==> config.mk <==
export PLATFORM = sky130hd
export DESIGN_NAME = nmi_irq_timer_interrupt_unit_flat
export DESIGN_NICKNAME = d
export VERILOG_FILES = /design/src/sv/nitu_pkg.sv /design/src/sv/nitu_req_if.sv /design/src/sv/nitu_rsp_if.sv /design/src/sv/nitu_cfg_regs.sv /design/src/sv/nitu_core.sv /design/src/sv/nmi_irq_timer_interrupt_unit.sv /design/src/flat_wrapper.sv
export VERILOG_INCLUDE_DIRS = /design/src /design/src/sv
export SDC_FILE = /design/constraint.sdc
export NUM_CORES = 1
export LEC_CHECK = 0
export ABC_AREA = 1
export ABC_CLOCK_PERIOD_IN_PS = 1900
export BUFFER_PORTS_ARGS = -buffer_cell sky130_fd_sc_hd__clkbuf_2
export CAP_MARGIN = 15
export CORE_MARGIN = 4
export CORE_UTILIZATION = 50
export DETAILED_ROUTE_END_ITERATION = 10
export GPL_TIMING_DRIVEN = 0
export PLACE_DENSITY_LB_ADDON = 0.3
export SYNTH_ARGS = -nofsm -noshare
export SYNTH_HDL_FRONTEND = slang
export SYNTH_SLANG_ARGS = --single-unit
==> constraint.sdc <==
create_clock -name i_clk -period 1.9 [get_ports i_clk]
set_input_delay 0.38 -clock i_clk [delete_from_list [all_inputs] [get_ports i_clk]]
set_output_delay 0.38 -clock i_clk [all_outputs]
set_load 0.01 [all_outputs]
==> src/sv/nmi_irq_timer_interrupt_unit_assert.svh <==
// Assertion macros of the interrupt unit's RTL.
// No dependencies; included by nitu_core, which carries the concurrent assertions.
`ifndef NMI_IRQ_TIMER_INTERRUPT_UNIT_ASSERT_SVH
`define NMI_IRQ_TIMER_INTERRUPT_UNIT_ASSERT_SVH

// Checked on every rising edge outside reset.
`define NITU_ASSERT(lbl, clk, rst_n, prop, msg) \
    lbl: assert property (@(posedge clk) disable iff (!rst_n) prop) \
        else $error(msg);

// Checked on every rising edge, reset included.
`define NITU_ASSERT_ALWAYS(lbl, clk, prop, msg) \
    lbl: assert property (@(posedge clk) prop) else $error(msg);

`endif

==> src/sv/nitu_pkg.sv <==
// Types and constants of the NMI and H/V timer IRQ interrupt unit.
// No dependencies; used by nitu_req_if and all modules of the unit.
package nitu_pkg;

    // Request kinds carried in req_type.
    typedef enum logic [2:0] {
        REQ_POLL      = 3'd0,
        REQ_WRITE     = 3'd1,
        REQ_NMI_READ  = 3'd2,
        REQ_TIMER_READ = 3'd3,
        REQ_NMI_TEST  = 3'd4,
        REQ_IRQ_TEST  = 3'd5
    } t_req_kind;

    // Configuration register indexes.
    typedef enum logic [1:0] {
        CFG_VDISP_LINE = 2'd0,
        CFG_VIRQ_LINE  = 2'd1,
        CFG_HIRQ_DOT   = 2'd2
    } t_cfg_idx;

    localparam int unsigned CFG_W   = 9;
    localparam int unsigned LINE_W  = 9;
    localparam int unsigned HCOUNT_W = 11;

    // Bit positions in the enable byte.
    localparam int unsigned EN_NMI_BIT  = 7;
    localparam int unsigned EN_VIRQ_BIT = 5;
    localparam int unsigned EN_HIRQ_BIT = 4;

    // Register values after reset.
    localparam logic [CFG_W-1:0] VDISP_RESET = 9'd225;
    localparam logic [CFG_W-1:0] VIRQ_RESET  = 9'd511;
    localparam logic [CFG_W-1:0] HIRQ_RESET  = 9'd511;

    typedef struct packed {
        logic [CFG_W-1:0] vdisp_line;
        logic [CFG_W-1:0] virq_line;
        logic [CFG_W-1:0] hirq_dot;
    } t_cfg;

    typedef struct packed {
        logic [2:0]          req_type;
        logic [LINE_W-1:0]   vcount_lag2;
        logic [LINE_W-1:0]   vcount_lag6;
        logic [LINE_W-1:0]   vcount_lag10;
        logic [HCOUNT_W-1:0] hcount_lag10;
        logic [7:0]          enable_byte;
        logic                irq_pin;
        logic                irq_mask_flag;
    } t_req_item;

    typedef struct packed {
        logic read_value;
        logic take_nmi;
        logic take_irq;
        logic wake_cpu;
        logic irq_locked;
    } t_result;

endpackage

==> src/sv/nitu_req_if.sv <==
// Request channel of the interrupt unit: valid/ready handshake and one request beat.
// Depends on nitu_pkg for the field widths.
interface nitu_req_if
    import nitu_pkg::*;
();
    logic                valid;
    logic                ready;
    logic [2:0]          req_type;
    logic [LINE_W-1:0]   vcount_lag2;
    logic [LINE_W-1:0]   vcount_lag6;
    logic [LINE_W-1:0]   vcount_lag10;
    logic [HCOUNT_W-1:0] hcount_lag10;
    logic [7:0]          enable_byte;
    logic                irq_pin;
    logic                irq_mask_flag;

    modport source (
        output valid, req_type, vcount_lag2, vcount_lag6, vcount_lag10,
               hcount_lag10, enable_byte, irq_pin, irq_mask_flag,
        input  ready
    );
    modport sink (
        input  valid, req_type, vcount_lag2, vcount_lag6, vcount_lag10,
               hcount_lag10, enable_byte, irq_pin, irq_mask_flag,
        output ready
    );
endinterface

==> src/sv/nitu_rsp_if.sv <==
// Result channel of the interrupt unit: valid/ready handshake and one result beat.
// No dependencies.
interface nitu_rsp_if;
    logic valid;
    logic ready;
    logic read_value;
    logic take_nmi;
    logic take_irq;
    logic wake_cpu;
    logic irq_locked;

    modport source (
        output valid, read_value, take_nmi, take_irq, wake_cpu, irq_locked,
        input  ready
    );
    modport sink (
        input  valid, read_value, take_nmi, take_irq, wake_cpu, irq_locked,
        output ready
    );
endinterface

==> src/sv/nitu_cfg_regs.sv <==
// Configuration registers of the interrupt unit: display height and timer targets.
// Depends on nitu_pkg.
module nitu_cfg_regs
    import nitu_pkg::*;
(
    input  logic             i_clk,
    input  logic             i_rst_n,
    input  logic             i_cfg_we,
    input  logic [1:0]       i_cfg_idx,
    input  logic [CFG_W-1:0] i_cfg_wdata,
    output t_cfg             o_cfg
);

    t_cfg r_cfg;

    // Register writes; an index past the list is ignored.
    always_ff @(posedge i_clk) begin
        if (!i_rst_n) begin
            r_cfg.vdisp_line <= VDISP_RESET;
            r_cfg.virq_line  <= VIRQ_RESET;
            r_cfg.hirq_dot   <= HIRQ_RESET;
        end else if (i_cfg_we) begin
            case (i_cfg_idx)
                CFG_VDISP_LINE: r_cfg.vdisp_line <= i_cfg_wdata;
                CFG_VIRQ_LINE:  r_cfg.virq_line  <= i_cfg_wdata;
                CFG_HIRQ_DOT:   r_cfg.hirq_dot   <= i_cfg_wdata;
                default: ;
            endcase
        end
    end

    assign o_cfg = r_cfg;

endmodule

==> src/sv/nitu_core.sv <==
// Interrupt state of the unit: enables, NMI and timer IRQ lines, holds and pending flags.
// Depends on nitu_pkg and the assertion macros in nmi_irq_timer_interrupt_unit_assert.svh.
`include "nmi_irq_timer_interrupt_unit_assert.svh"

module nitu_core
    import nitu_pkg::*;
(
    input  logic      i_clk,
    input  logic      i_rst_n,
    input  logic      i_fire,
    input  t_req_item i_item,
    input  t_cfg      i_cfg,
    output t_result   o_result
);

    logic r_nmi_enable, r_vtimer_enable, r_htimer_enable;
    logic r_nmi_hold, r_nmi_valid, r_nmi_line, r_nmi_pending;
    logic r_irq_hold, r_irq_valid, r_irq_line, r_irq_pending;

    logic n_nmi_enable, n_vtimer_enable, n_htimer_enable;
    logic n_nmi_hold, n_nmi_valid, n_nmi_line, n_nmi_pending;
    logic n_irq_hold, n_irq_valid, n_irq_line, n_irq_pending;

    logic            nmi_level;
    logic            timer_match;
    logic            timer_any;
    logic [CFG_W+2:0] htarget;
    t_result         result;

    // Beam comparisons used by a poll tick.
    always_comb begin
        htarget   = {(i_cfg.hirq_dot + 9'd1) == 9'd0 ? 1'b1 : 1'b0,
                     i_cfg.hirq_dot + 9'd1, 2'b00};
        nmi_level = (i_item.vcount_lag2 >= i_cfg.vdisp_line);
        timer_any = r_vtimer_enable | r_htimer_enable;
        timer_match = timer_any;
        if ((r_vtimer_enable && (i_item.vcount_lag10 != i_cfg.virq_line)) ||
            (r_htimer_enable && ({1'b0, i_item.hcount_lag10} != htarget)) ||
            ((i_cfg.virq_line != '0) && (i_item.vcount_lag6 == '0))) begin
            timer_match = 1'b0;
        end
    end

    // Next state and result of the request in the input register.
    always_comb begin
        n_nmi_enable    = r_nmi_enable;
        n_vtimer_enable = r_vtimer_enable;
        n_htimer_enable = r_htimer_enable;
        n_nmi_hold      = r_nmi_hold;
        n_nmi_valid     = r_nmi_valid;
        n_nmi_line      = r_nmi_line;
        n_nmi_pending   = r_nmi_pending;
        n_irq_hold      = r_irq_hold;
        n_irq_valid     = r_irq_valid;
        n_irq_line      = r_irq_line;
        n_irq_pending   = r_irq_pending;
        result          = '0;

        case (i_item.req_type)
            REQ_POLL: begin
                // NMI edge against the start of vertical blank.
                if (r_nmi_hold) begin
                    n_nmi_hold = 1'b0;
                    if (r_nmi_enable) begin
                        n_nmi_pending = 1'b1;
                    end
                end
                if (!r_nmi_valid && nmi_level) begin
                    n_nmi_line = 1'b1;
                    n_nmi_hold = 1'b1;
                end else if (r_nmi_valid && !nmi_level) begin
                    n_nmi_line = 1'b0;
                end
                n_nmi_valid = nmi_level;
                // Timer IRQ edge.
                n_irq_hold = 1'b0;
                if (r_irq_line && timer_any) begin
                    n_irq_pending = 1'b1;
                end
                if (!r_irq_valid && timer_match) begin
                    n_irq_line = 1'b1;
                    n_irq_hold = 1'b1;
                end
                n_irq_valid = timer_match;
            end
            REQ_WRITE: begin
                n_nmi_enable    = i_item.enable_byte[EN_NMI_BIT];
                n_vtimer_enable = i_item.enable_byte[EN_VIRQ_BIT];
                n_htimer_enable = i_item.enable_byte[EN_HIRQ_BIT];
                if (!r_nmi_enable && n_nmi_enable && r_nmi_line) begin
                    n_nmi_pending = 1'b1;
                end
                if (n_vtimer_enable && !n_htimer_enable && r_irq_line) begin
                    n_irq_pending = 1'b1;
                end
                if (!n_vtimer_enable && !n_htimer_enable) begin
                    n_irq_line    = 1'b0;
                    n_irq_pending = 1'b0;
                end
                result.irq_locked = 1'b1;
            end
            REQ_NMI_READ: begin
                result.read_value = r_nmi_line;
                if (!r_nmi_hold) begin
                    n_nmi_line = 1'b0;
                end
            end
            REQ_TIMER_READ: begin
                result.read_value = r_irq_line;
                if (!r_irq_hold) begin
                    n_irq_line    = 1'b0;
                    n_irq_pending = 1'b0;
                end
            end
            REQ_NMI_TEST: begin
                if (r_nmi_pending) begin
                    n_nmi_pending   = 1'b0;
                    result.take_nmi = 1'b1;
                    result.wake_cpu = 1'b1;
                end
            end
            REQ_IRQ_TEST: begin
                if (r_irq_pending || i_item.irq_pin) begin
                    n_irq_pending   = 1'b0;
                    result.wake_cpu = 1'b1;
                    result.take_irq = !i_item.irq_mask_flag;
                end
            end
            default: ;
        endcase
    end

    // State update on each request that moves on to the result register.
    always_ff @(posedge i_clk) begin
        if (!i_rst_n) begin
            r_nmi_enable    <= 1'b0;
            r_vtimer_enable <= 1'b0;
            r_htimer_enable <= 1'b0;
            r_nmi_hold      <= 1'b0;
            r_nmi_valid     <= 1'b0;
            r_nmi_line      <= 1'b0;
            r_nmi_pending   <= 1'b0;
            r_irq_hold      <= 1'b0;
            r_irq_valid     <= 1'b0;
            r_irq_line      <= 1'b0;
            r_irq_pending   <= 1'b0;
        end else if (i_fire) begin
            r_nmi_enable    <= n_nmi_enable;
            r_vtimer_enable <= n_vtimer_enable;
            r_htimer_enable <= n_htimer_enable;
            r_nmi_hold      <= n_nmi_hold;
            r_nmi_valid     <= n_nmi_valid;
            r_nmi_line      <= n_nmi_line;
            r_nmi_pending   <= n_nmi_pending;
            r_irq_hold      <= n_irq_hold;
            r_irq_valid     <= n_irq_valid;
            r_irq_line      <= n_irq_line;
            r_irq_pending   <= n_irq_pending;
        end
    end

    assign o_result = result;

    // An NMI hold only lasts while the line it raised is still up.
    `NITU_ASSERT(a_nmi_hold_line, i_clk, i_rst_n, r_nmi_hold |-> (r_nmi_line && r_nmi_valid),
        "NMI hold set without an active NMI line")
    // A timer hold is only set together with a valid match.
    `NITU_ASSERT(a_irq_hold_valid, i_clk, i_rst_n, r_irq_hold |-> r_irq_valid,
        "timer IRQ hold set without a valid match")
    // Disabling both timers drops the timer line and its pending flag.
    `NITU_ASSERT(a_timer_off_clears, i_clk, i_rst_n,
        (i_fire && (i_item.req_type == REQ_WRITE) &&
         !i_item.enable_byte[EN_VIRQ_BIT] && !i_item.enable_byte[EN_HIRQ_BIT])
        |=> (!r_irq_line && !r_irq_pending),
        "timer IRQ still pending after both timers were disabled")
    // Reset leaves every line and pending flag low.
    `NITU_ASSERT_ALWAYS(a_reset_clears, i_clk,
        !i_rst_n |=> (!r_nmi_line && !r_nmi_pending && !r_irq_line && !r_irq_pending),
        "interrupt state not cleared by reset")

endmodule

==> src/sv/nmi_irq_timer_interrupt_unit.sv <==
// Top level of the NMI and H/V timer IRQ interrupt unit: request and result registers.
// Depends on nitu_pkg, nitu_req_if, nitu_rsp_if, nitu_cfg_regs and nitu_core.

// The unit gives exactly one result beat for each request beat: the request is captured
// in an input register, the result is formed from it in combinational logic while the
// interrupt state is updated, and the result waits in an output register until it is
// taken. A new request is accepted while a finished result is still waiting, so the
// sustained rate is one beat per clock as long as the result side keeps taking beats.
// Configuration writes take effect on the following clock and are meant to happen while
// no request is in flight.
module nmi_irq_timer_interrupt_unit
    import nitu_pkg::*;
(
    input  logic             i_clk,
    input  logic             i_rst_n,
    input  logic             i_cfg_we,
    input  logic [1:0]       i_cfg_idx,
    input  logic [CFG_W-1:0] i_cfg_wdata,
    nitu_req_if.sink         i_req,
    nitu_rsp_if.source       o_rsp
);

    t_cfg      cfg;
    t_req_item r_item;
    logic      r_item_valid;
    t_result   r_result;
    logic      r_result_valid;
    t_result   result;
    logic      advance;
    logic      accept;

    nitu_cfg_regs u_cfg_regs (
        .i_clk       (i_clk),
        .i_rst_n     (i_rst_n),
        .i_cfg_we    (i_cfg_we),
        .i_cfg_idx   (i_cfg_idx),
        .i_cfg_wdata (i_cfg_wdata),
        .o_cfg       (cfg)
    );

    nitu_core u_core (
        .i_clk    (i_clk),
        .i_rst_n  (i_rst_n),
        .i_fire   (advance),
        .i_item   (r_item),
        .i_cfg    (cfg),
        .o_result (result)
    );

    // The held request moves on when the result register is free or being emptied.
    assign advance     = r_item_valid && (!r_result_valid || o_rsp.ready);
    assign i_req.ready = !r_item_valid || advance;
    assign accept      = i_req.valid && i_req.ready;

    // Input register.
    always_ff @(posedge i_clk) begin
        if (!i_rst_n) begin
            r_item_valid <= 1'b0;
        end else if (accept) begin
            r_item_valid <= 1'b1;
        end else if (advance) begin
            r_item_valid <= 1'b0;
        end
    end

    always_ff @(posedge i_clk) begin
        if (accept) begin
            r_item.req_type      <= i_req.req_type;
            r_item.vcount_lag2   <= i_req.vcount_lag2;
            r_item.vcount_lag6   <= i_req.vcount_lag6;
            r_item.vcount_lag10  <= i_req.vcount_lag10;
            r_item.hcount_lag10  <= i_req.hcount_lag10;
            r_item.enable_byte   <= i_req.enable_byte;
            r_item.irq_pin       <= i_req.irq_pin;
            r_item.irq_mask_flag <= i_req.irq_mask_flag;
        end
    end

    // Result register.
    always_ff @(posedge i_clk) begin
        if (!i_rst_n) begin
            r_result_valid <= 1'b0;
        end else if (advance) begin
            r_result_valid <= 1'b1;
        end else if (o_rsp.ready) begin
            r_result_valid <= 1'b0;
        end
    end

    always_ff @(posedge i_clk) begin
        if (advance) begin
            r_result <= result;
        end
    end

    assign o_rsp.valid      = r_result_valid;
    assign o_rsp.read_value = r_result.read_value;
    assign o_rsp.take_nmi   = r_result.take_nmi;
    assign o_rsp.take_irq   = r_result.take_irq;
    assign o_rsp.wake_cpu   = r_result.wake_cpu;
    assign o_rsp.irq_locked = r_result.irq_locked;

endmodule
==> src/flat_wrapper.sv <==
// flat-port wrapper written by rule: the top's interface ports become plain ports
module nmi_irq_timer_interrupt_unit_flat import nitu_pkg::*;
  (i_clk, i_rst_n, i_cfg_we, i_cfg_idx, i_cfg_wdata, i_req_valid, i_req_req_type, i_req_vcount_lag2, i_req_vcount_lag6, i_req_vcount_lag10, i_req_hcount_lag10, i_req_enable_byte, i_req_irq_pin, i_req_irq_mask_flag, i_req_ready, o_rsp_valid, o_rsp_read_value, o_rsp_take_nmi, o_rsp_take_irq, o_rsp_wake_cpu, o_rsp_irq_locked, o_rsp_ready);
  nitu_req_if i_req_i ();
  nitu_rsp_if o_rsp_i ();
  input  logic i_clk;
  input  logic i_rst_n;
  input  logic i_cfg_we;
  input  logic [1:0] i_cfg_idx;
  input  logic [CFG_W-1:0] i_cfg_wdata;
  input wire logic [$bits(i_req_i.valid)-1:0] i_req_valid;
  input wire logic [$bits(i_req_i.req_type)-1:0] i_req_req_type;
  input wire logic [$bits(i_req_i.vcount_lag2)-1:0] i_req_vcount_lag2;
  input wire logic [$bits(i_req_i.vcount_lag6)-1:0] i_req_vcount_lag6;
  input wire logic [$bits(i_req_i.vcount_lag10)-1:0] i_req_vcount_lag10;
  input wire logic [$bits(i_req_i.hcount_lag10)-1:0] i_req_hcount_lag10;
  input wire logic [$bits(i_req_i.enable_byte)-1:0] i_req_enable_byte;
  input wire logic [$bits(i_req_i.irq_pin)-1:0] i_req_irq_pin;
  input wire logic [$bits(i_req_i.irq_mask_flag)-1:0] i_req_irq_mask_flag;
  output wire logic [$bits(i_req_i.ready)-1:0] i_req_ready;
  output wire logic [$bits(o_rsp_i.valid)-1:0] o_rsp_valid;
  output wire logic [$bits(o_rsp_i.read_value)-1:0] o_rsp_read_value;
  output wire logic [$bits(o_rsp_i.take_nmi)-1:0] o_rsp_take_nmi;
  output wire logic [$bits(o_rsp_i.take_irq)-1:0] o_rsp_take_irq;
  output wire logic [$bits(o_rsp_i.wake_cpu)-1:0] o_rsp_wake_cpu;
  output wire logic [$bits(o_rsp_i.irq_locked)-1:0] o_rsp_irq_locked;
  input wire logic [$bits(o_rsp_i.ready)-1:0] o_rsp_ready;
  assign i_req_i.valid = i_req_valid;
  assign i_req_i.req_type = i_req_req_type;
  assign i_req_i.vcount_lag2 = i_req_vcount_lag2;
  assign i_req_i.vcount_lag6 = i_req_vcount_lag6;
  assign i_req_i.vcount_lag10 = i_req_vcount_lag10;
  assign i_req_i.hcount_lag10 = i_req_hcount_lag10;
  assign i_req_i.enable_byte = i_req_enable_byte;
  assign i_req_i.irq_pin = i_req_irq_pin;
  assign i_req_i.irq_mask_flag = i_req_irq_mask_flag;
  assign i_req_ready = i_req_i.ready;
  assign o_rsp_valid = o_rsp_i.valid;
  assign o_rsp_read_value = o_rsp_i.read_value;
  assign o_rsp_take_nmi = o_rsp_i.take_nmi;
  assign o_rsp_take_irq = o_rsp_i.take_irq;
  assign o_rsp_wake_cpu = o_rsp_i.wake_cpu;
  assign o_rsp_irq_locked = o_rsp_i.irq_locked;
  assign o_rsp_i.ready = o_rsp_ready;
  nmi_irq_timer_interrupt_unit u_core (.i_clk(i_clk), .i_rst_n(i_rst_n), .i_cfg_we(i_cfg_we), .i_cfg_idx(i_cfg_idx), .i_cfg_wdata(i_cfg_wdata), .i_req(i_req_i), .o_rsp(o_rsp_i));
endmodule
==> run metrics <==
DR DRC count 0; post-route setup slack -404 ps; Min-Delay Path Class input port to flip-flop; crit path from u_core.r_item[41]; Largest Register u_core.r_item; post-synth cell types 29; CP max-delay cell edfxtp_1; Clock transition at path regs 80 ps; clock sink count 91; worst vdd ir 0.000538 V; GPL Wtd Cong 0.878; clk root buf clkbuf_8; synthesized area 3930 um^2; dpl cell area 4400 um^2; final net count 577; Clock Tree Buf Depth 2; # Max-Cap Violations 0; first-pass GRT wire length 13.3 mm; DRT Wirelength 8.20 mm; vias in the first global route 2860; post-route clock skew 6.91 ps; Skew-Pair Late Insertion Delay 350 ps; vias per cell 5.04; post-synthesis sequential area ratio 59.3%; failing checks negative setup slack; CP Cell Sequence ha_4 > nand2_2 > o211ai_1 > nand3_1 > nand2_1 > nand3_1 > nand2_1 > a21oi_2 > o21bai_1 > ha_1 > o21ai_2 > o211ai_1 > nand2_1 > a21oi_2; GRT met1 Usage 23.2%; setup TNS -550 ps; Antenna Nets Post-Route 0; Post-CTS Hold Fix Bufs 0; Die Area 9340 um^2; 1st-iter DRT viols 209; Crit path largest cell delay 430 ps; largest net degree at the start of global routing 24; share of cells above drive strength 1 25.2%; RSZ-0062 raised after global routing yes; most used cell, CP nand2_1; antenna violations before repair 0; syn_area_per_cell 9.54 um^2; Crit Path Category flip-flop to flip-flop; Layout Cells excl Fill 605; slew margin rel. 42.5%; Syn-to-layout area delta 22.1%; drt first pass iters 4; Cells after DPL 581; Worst Path Required 2150 ps; count of final hold-check violations 0; FF-to-FF Start u_core.r_item[41]; CP Max Fanout 3; Row Count 32; Final min period 2300 ps; die width 96.7 um; HPWL Detailed 5.79 mm; Leakage Power 2.08 nW; Tcrit/Tclk final 121%; grt total ovfl 0; #FFs+latches synth 91; M2 GR Usage 28.0%; Core ar. 7690 um^2; syn_nets 491; Initial Utilization 51.1%; DIE HEIGHT 96.7 um; CP endpoint kind flip-flop; Worst Max-Slew Pin Slew 856 ps; Setup Viol. Count Final 3; Tot GR Track Use 17.5%; Startpoint Class flip-flop; pwr/cell area 832 nW/um^2; H-tree levels 3; arrival time at the worst endpoint 2550 ps; Num CTS Buffers 9; Global Route met3 Usage 4.54%; Mapped Cells 412; Top Usage Layer GRT met2; via count 3048; Max Fclk 434 MHz; Final Cell Area 4800 um^2; warnings from Yosys 0; # IOs 74; hold path start i_req_enable_byte[7]; outcome finished, violations left; max reg flops 46; CTS tree built; drt wl/cell 13.6 um; Antenna Cells 0; Slew Limit Fails 0; I/O Buffers 67
-- layer usage --
metal | up-vias | share of wire [%]
met4 | 0 | 1.6
met1 | 1365 | 44
met2 | 95 | 47
met5 | - | 0
met3 | 15 | 7.3
li1 | 1573 | -
-- cells by family after synthesis --
group,Yosys count,share of synthesized area (%)
compound gates,64,9.58
xor+xnor,10,2.23
fa+ha+maj,12,3.82
buf+inv,61,5.86
flops,91,59.3
simple gates,174,19.2
-- power by group --
part	internal (mW)	total [mW]	leakage, nW	switching (mW)
Sequential	2.19	2.25	0.823	0.0590
Clock	0.610	1.25	0.0906	0.637
Combinational	0.208	0.500	1.17	0.292
-- layout make-up --
| cell class | count | area (um^2) |
|---|---|---|
| timing repair buffer | 74 | 399 |
| clock buffer | 12 | 135 |
| multi-input combinational | 260 | 1500 |
| fill | 669 | 2890 |
| tap | 102 | 128 |
| buffer | 7 | 27.5 |
| inverter | 54 | 206 |
| sequential | 91 | 2340 |
| timing repair inverter | 1 | 7.51 |
| clock inverter | 4 | 51.3 |
-- through the flow --
stage          total power [mW]  setup WS [ps]  hold slack [ps]  utilization [%]
2_1_floorplan              2.56          -97.8              433                -
3_3_place_gp               2.70           -259              446             57.2
3_5_place_dp               2.72           -374              458             57.2
4_1_cts                    3.97           -346              183             61.0
5_1_grt                    4.19           -536              173             62.4
6_report                   3.99           -404              199             62.4
-- synthesized netlist by cell type --
| cell | instances | area, um^2 |
|---|---|---|
| a211oi_1 | 1 | 7.51 |
| a21oi_1 | 23 | 115 |
| a31oi_1 | 1 | 6.26 |
| and3_1 | 1 | 6.26 |
| buf_2 | 1 | 5.00 |
| clkbuf_1 | 6 | 22.5 |
| clkinv_1 | 1 | 3.75 |
| dfxtp_1 | 40 | 801 |
| edfxtp_1 | 51 | 1530 |
| ha_1 | 12 | 150 |
| inv_1 | 53 | 199 |
| nand2_1 | 80 | 300 |
| nand3_1 | 34 | 170 |
| nand3_2 | 1 | 10.0 |
| nand3b_1 | 1 | 7.51 |
| nand4_1 | 6 | 37.5 |
| nor2_1 | 38 | 143 |
| nor2_4 | 1 | 11.3 |
| nor3_1 | 7 | 35.0 |
| nor3b_1 | 1 | 7.51 |
| nor4_1 | 1 | 6.26 |
| o211ai_1 | 17 | 128 |
| o21ai_0 | 18 | 90.1 |
| o21bai_1 | 2 | 15.0 |
| o221ai_1 | 1 | 8.76 |
| o22ai_1 | 1 | 6.26 |
| or2_2 | 3 | 18.8 |
| xnor2_1 | 5 | 43.8 |
| xor2_1 | 5 | 43.8 |
-- what timing repair did --
item,in CTS,in global routing
endpoints found under the setup margin,51,7
endpoints found under the hold margin,0,0
pin swaps,7,23
resized for setup,18,25
cloned,1,0
buffers inserted,5,2
-- placed cells by master, fill, tap and decap left out, types with 7 or more instances in the layout --
cell type,netlist,layout
nand2_1,80,71
clkbuf_2,0,67
inv_1,53,52
edfxtp_1,51,51
dfxtp_1,40,36
nor2_1,38,31
nand3_1,34,28
a21oi_1,23,20
o211ai_1,17,17
o21ai_0,18,17
ha_1,12,10
clkbuf_1,6,9
clkbuf_8,0,9
nand2_2,0,8
nor3_1,7,7
-- final timing paths --
path / end / slack (ps) / cells past startpoint
setup reg to reg: u_core.u_core.r_nmi_line / -400 / 14
setup / recovery: u_core.u_core.r_nmi_line / -400 / 14
hold reg to reg: u_core.u_cfg_regs.o_cfg[19] / 470 / 2
hold / removal: u_core.r_item[9] / 200 / 1
-- critical path: cells and delay by family, from the launching register on --
kind,cells,cell delay [ps]
AO/OA/AOI/OAI,6,720
adder cells (fa/ha/maj),2,580
flip-flops,1,430
AND/OR/NAND/NOR,6,480
No activity file was read; power rests on OpenSTA's default activity.
